==> src/sv/stereo_level_dependent_slew_limiter_macros.svh <==
// Assertion macros for the stereo slew limiter.
// Needs a clock named clock and an active-high reset named reset in scope.
`ifndef STEREO_LEVEL_DEPENDENT_SLEW_LIMITER_MACROS_SVH
`define STEREO_LEVEL_DEPENDENT_SLEW_LIMITER_MACROS_SVH

// Consequent checked in the same cycle as the antecedent.
`define SLDSL_ASSERT_NOW(label, ante, cons, msg) \
   label: assert property (@(posedge clock) disable iff (reset) (ante) |-> (cons)) \
      else $error(msg);

// Consequent checked in the cycle after the antecedent.
`define SLDSL_ASSERT_NEXT(label, ante, cons, msg) \
   label: assert property (@(posedge clock) disable iff (reset) (ante) |=> (cons)) \
      else $error(msg);

`endif

==> src/sv/sldsl_if.sv <==


interface sldsl_rsp_if #(parameter int SAMPLE_WIDTH = 24) ();
   logic                           valid;
   logic                           ready;
   logic signed [SAMPLE_WIDTH-1:0] out_left;
   logic signed [SAMPLE_WIDTH-1:0] out_right;

   modport source (output valid, output out_left, output out_right, input ready);
   modport sink   (input valid, input out_left, input out_right, output ready);
endinterface

==> src/sv/sldsl_merge.sv <==
// Output stage: joins both lane results into one response and holds it.
// Depends on sldsl_rsp_if.
`timescale 1ns / 1ps

module sldsl_merge #(
   parameter int SAMPLE_WIDTH = 24
) (
   input  logic                           clock,
   input  logic                           reset,
   input  logic                           commit,
   input  logic signed [SAMPLE_WIDTH-1:0] left_y,
   input  logic signed [SAMPLE_WIDTH-1:0] right_y,
   output logic                           slot_free,
   sldsl_rsp_if.source                    rsp_chan
);
   logic                           valid_ff, valid_in;
   logic signed [SAMPLE_WIDTH-1:0] left_ff;
   logic signed [SAMPLE_WIDTH-1:0] right_ff;

   assign slot_free = !valid_ff || rsp_chan.ready;

   // a commit only comes when the slot is free, so it always wins
   always_comb begin
      priority if (commit) begin
         valid_in = 1'b1;
      end else if (rsp_chan.ready) begin
         valid_in = 1'b0;
      end else begin
         valid_in = valid_ff;
      end
   end

   always_ff @(posedge clock) begin
      if (reset) begin
         valid_ff <= 1'b0;
      end else begin
         valid_ff <= valid_in;
      end
   end

   always_ff @(posedge clock) begin
      if (commit) begin
         left_ff  <= left_y;
         right_ff <= right_y;
      end
   end

   assign rsp_chan.valid     = valid_ff;
   assign rsp_chan.out_left  = left_ff;
   assign rsp_chan.out_right = right_ff;

endmodule

==> src/flat_wrapper.sv <==
// flat-port wrapper written by rule: the top's interface ports become plain ports
module sldsl_merge_flat 
#(
   parameter int SAMPLE_WIDTH = 24
)
  (clock, reset, commit, left_y, right_y, slot_free, rsp_chan_valid, rsp_chan_out_left, rsp_chan_out_right, rsp_chan_ready);
  sldsl_rsp_if #(.SAMPLE_WIDTH(SAMPLE_WIDTH)) rsp_chan_i ();
  input  logic clock;
  input  logic reset;
  input  logic commit;
  input  logic signed [SAMPLE_WIDTH-1:0] left_y;
  input  logic signed [SAMPLE_WIDTH-1:0] right_y;
  output logic slot_free;
  output wire logic [$bits(rsp_chan_i.valid)-1:0] rsp_chan_valid;
  output wire logic [$bits(rsp_chan_i.out_left)-1:0] rsp_chan_out_left;
  output wire logic [$bits(rsp_chan_i.out_right)-1:0] rsp_chan_out_right;
  input wire logic [$bits(rsp_chan_i.ready)-1:0] rsp_chan_ready;
  assign rsp_chan_valid = rsp_chan_i.valid;
  assign rsp_chan_out_left = rsp_chan_i.out_left;
  assign rsp_chan_out_right = rsp_chan_i.out_right;
  assign rsp_chan_i.ready = rsp_chan_ready;
  sldsl_merge #(.SAMPLE_WIDTH(SAMPLE_WIDTH)) u_core (.clock(clock), .reset(reset), .commit(commit), .left_y(left_y), .right_y(right_y), .slot_free(slot_free), .rsp_chan(rsp_chan_i));
endmodule
==> config.mk <==
export PLATFORM = sky130hd
export DESIGN_NAME = sldsl_merge_flat
export DESIGN_NICKNAME = d
export VERILOG_FILES = /design/src/sv/stereo_level_dependent_slew_limiter_macros.svh /design/src/sv/sldsl_if.sv /design/src/sv/sldsl_merge.sv /design/src/flat_wrapper.sv
export SDC_FILE = /design/constraint.sdc
export NUM_CORES = 1
export LEC_CHECK = 0
export BUFFER_PORTS_ARGS = -buffer_cell sky130_fd_sc_hd__buf_4
export CELL_PAD_IN_SITES_DETAIL_PLACEMENT = 1
export CELL_PAD_IN_SITES_GLOBAL_PLACEMENT = 1
export CORE_MARGIN = 4
export CORE_UTILIZATION = 29
export CTS_CLUSTER_SIZE = 24
export DETAILED_ROUTE_END_ITERATION = 8
export HOLD_SLACK_MARGIN = 0.08
export PLACE_DENSITY = 0.76
export SETUP_SLACK_MARGIN = 0.1
export SLEW_MARGIN = 20
export SYNTH_ARGS = -nofsm -noshare
export SYNTH_HDL_FRONTEND = slang
export SYNTH_SLANG_ARGS = --single-unit
==> constraint.sdc <==
create_clock -name clock -period 0.8 [get_ports clock]
set_clock_uncertainty 0.05 [all_clocks]
set_input_delay 0.04 -clock clock [delete_from_list [all_inputs] [get_ports clock]]
set_output_delay 0.04 -clock clock [all_outputs]
set_load 0.02 [all_outputs]
==> impl_results.md <==
* Post-DR wirelength/cell at ~16 um
* Outcome: finished, violations left
* Fraction of layout cells with a size suffix above 1 at a little over half
* CP Buf/Inv Count at 1
* Slew at the pin with the worst max-slew slack at between 0.15 and 0.2 ns
* Worst vdd ir at ~0.96 mV
* Sw frac at a little over a fifth
* Worst setup EP type: output port
* Final net count at 265
* Die Y at about 80 um
* HPWL Detailed at 2882 um
* Die Area at between 0.006 and 0.007 mm^2
* Max incr delay on CP at approximately 0.4 ns
* Critical path fanouts, max at 1
* Critical Path RT at 0.71 ns
* Cts bufs inserted at 5
* Setup ws final at -0.1442 ns
* Via Count at between 1k and 1.5k
* Initial antenna violation count at 0
* Final Non-Filler Cells at between 200 and 300
* Synth Instances at 52
* Final Hold Viols at 0
* Register bit total from synthesis at 49
* Ranking of synthesized cells by area: edfxtp_1 97%, dfxtp_1 1.3%, nand2b_4 0.93%, a21oi_2 0.59%, inv_1 0.25%
* Hold/Removal Path Class: in -> reg
* Most frequent cells in the layout: 54 x buf_4, 50 x buf_6, 48 x edfxtp_1, 35 x dlygate4sd3_1, 14 x dlymetal6s4s_1
* YS warnings at 0
* Skew-Pair Late Insertion Delay at a little under 0.3 ns
* Pwr/cell area at roughly 1900 mW/mm^2
* Register-to-register setup slack at around 0.040 ns
* Placed insts at ~220
* First-pass GRT wire length at 6900 um
* Htree depth at 2
* Combinational share of power at between 10% and 20%
* Final Setup Violations at 50
* Final period util at 118.0%
* Clock buffer depth at 2
* CTS tree: done
* Placer Congestion at 0.6658
* Ant. Diodes at 0
* Clock share of power at between 20% and 30%
* Crit path DAT at between 0.8 and 0.9 ns
* Root Buffer: clkbuf_8
* Netlist Area Pre-Place at around 0.0015 mm^2
* Core Area at just under 0.005 mm^2
* Total wire length at ~4500 um
* Max-slew violations at 0
* Area Growth Syn to Fin at 114.8%
* Minimum clock period at around 0.94 ns
* DR iter-0 viols at 54
* Int Power at roughly 0.0047 W
* Commonest non-fill, non-tap cell in the layout: buf_4
* Synthesized area per cell at roughly 29 um^2
* Setup CP Type: reg -> out
* Largest net degree at the start of global routing at 28
* Post-DRT Antenna Nets at 0
* DRT Pass-1 Iters at 3
* Maxcap violations at 0
* Leading area contributor after synthesis: edfxtp_1
* Remaining Overflow, GRT at 0
* Static leakage at between 1 and 1.5 nW
* Flop pwr share at roughly 53%
* Setup crit start kind: flop
* Register area share after synthesis at between 90% and 100%
* Clock slew at reported path FFs at roughly 0.080 ns
* Hold buffers post-CTS at about 50
* Slew HR at roughly 90%
* Io pins at 102
* Buffers on Ports at 101
* RSZ-0062 raised after global routing: yes
* Yosys cell types at 5
* Failing checks: negative setup slack
* Clock sinks at 49
* Routed vias/inst at roughly 4
* Delay-heaviest family, CP: flip-flops
* Die span in x at ~80 um
* Worst path cell trace: buf_6
* Top cell type's share of synthesized area at between 90% and 100%
* Vias in the first global route at roughly 1.4k
* Slowest CP cell: edfxtp_1
* Syn_nets at approximately 100
* DRC at 0
* Rows at 25
* GRT Resource Usage Total at approximately 15%
* Starting Density at a little under a third
* Fmax at about 1100 MHz
* Final setup TNS at -5.876 ns
* Total power at ~0.006 W
* Net Sw Power at 0.001309 W
==> routing by layer <==
| metal | GRT usage (%) | vias to the layer above | share of wire, % |
|---|---|---|---|
| li1 | - | 526 | - |
| met1 | 13.37 | 530 | 32 |
| met2 | 30.97 | 60 | 60 |
| met3 | 4.853 | 3 | 8.0 |
| met4 | 4.124 | 0 | 0.71 |
| met5 | 0 | - | 0 |
==> worst paths after layout <==
path | start | end | cells past startpoint
max | u_core.rsp_chan.out_right[1] | rsp_chan_out_right[1] | 1
min | rsp_chan_ready | u_core.rsp_chan.valid | 4
max reg2reg | u_core.rsp_chan.valid | u_core.rsp_chan.valid | 3
min reg2reg | u_core.rsp_chan.valid | u_core.rsp_chan.valid | 3
==> through the flow <==
step | utilization [%] | hold slack [ns] | worst slack (ns) | instance area [um^2]
floorplan | - | 0.04327 | 0.1155 | 1491
global placement | 48.85 | 0.1364 | 0.1076 | 2369
detailed placement | 48.85 | 0.1378 | 0.07495 | 2369
CTS | 65.03 | -0.05279 | -0.1609 | 3153
global route | 65.91 | 0.03640 | -0.2020 | 3196
finish | 65.91 | 0.04743 | -0.1442 | 3196
==> Yosys cell counts <==
library cell / n
a21oi_2: 1
dfxtp_1: 1
edfxtp_1: 48
inv_1: 1
nand2b_4: 1
==> final cells by class <==
class | count | area [um^2]
Clock buffer | 6 | 72.57
Clock inverter | 2 | 33.78
Fill cell | 428 | 1653
Inverter | 1 | 3.754
Multi-Input combinational cell | 2 | 22.52
Sequential cell | 49 | 1465
Tap cell | 67 | 83.83
Timing Repair Buffer | 154 | 1514
==> power groups by stage <==
stage | sequential [W] | clock (W) | combinational (W)
4_1_cts | 0.00314 | 0.00172 | 0.00116
3_5_place_dp | 0.00316 | 0 | 0.000847
5_1_grt | 0.00316 | 0.00185 | 0.00123
2_1_floorplan | 0.00342 | 0 | 0.0000122
6_report | 0.00314 | 0.00166 | 0.00117
3_3_place_gp | 0.00315 | 0 | 0.000830
==> what timing repair did <==
item / 4_1_cts / 5_1_grt
resized for setup: 50 / 14
buffers inserted: 0 / 1
setup endpoints to repair: 50 / 64
cloned: 0 / 0
hold endpoints to repair: 49 / 10
==> logic make-up after synthesis <==
| group | count (synthesis) | synth area share, % |
|---|---|---|
| AO/OA/AOI/OAI | 1 | 0.5888 |
| buffers and inverters | 1 | 0.2521 |
| flip-flops | 49 | 98.23 |
| AND/OR/NAND/NOR | 1 | 0.9249 |
==> flip-flops by register name, summed over array words and instances, names as in the netlist <==
register and count:
u_core.rsp_chan.out_left 24, u_core.rsp_chan.out_right 24, u_core.rsp_chan.valid 1
(Power assumes the default switching activity.)
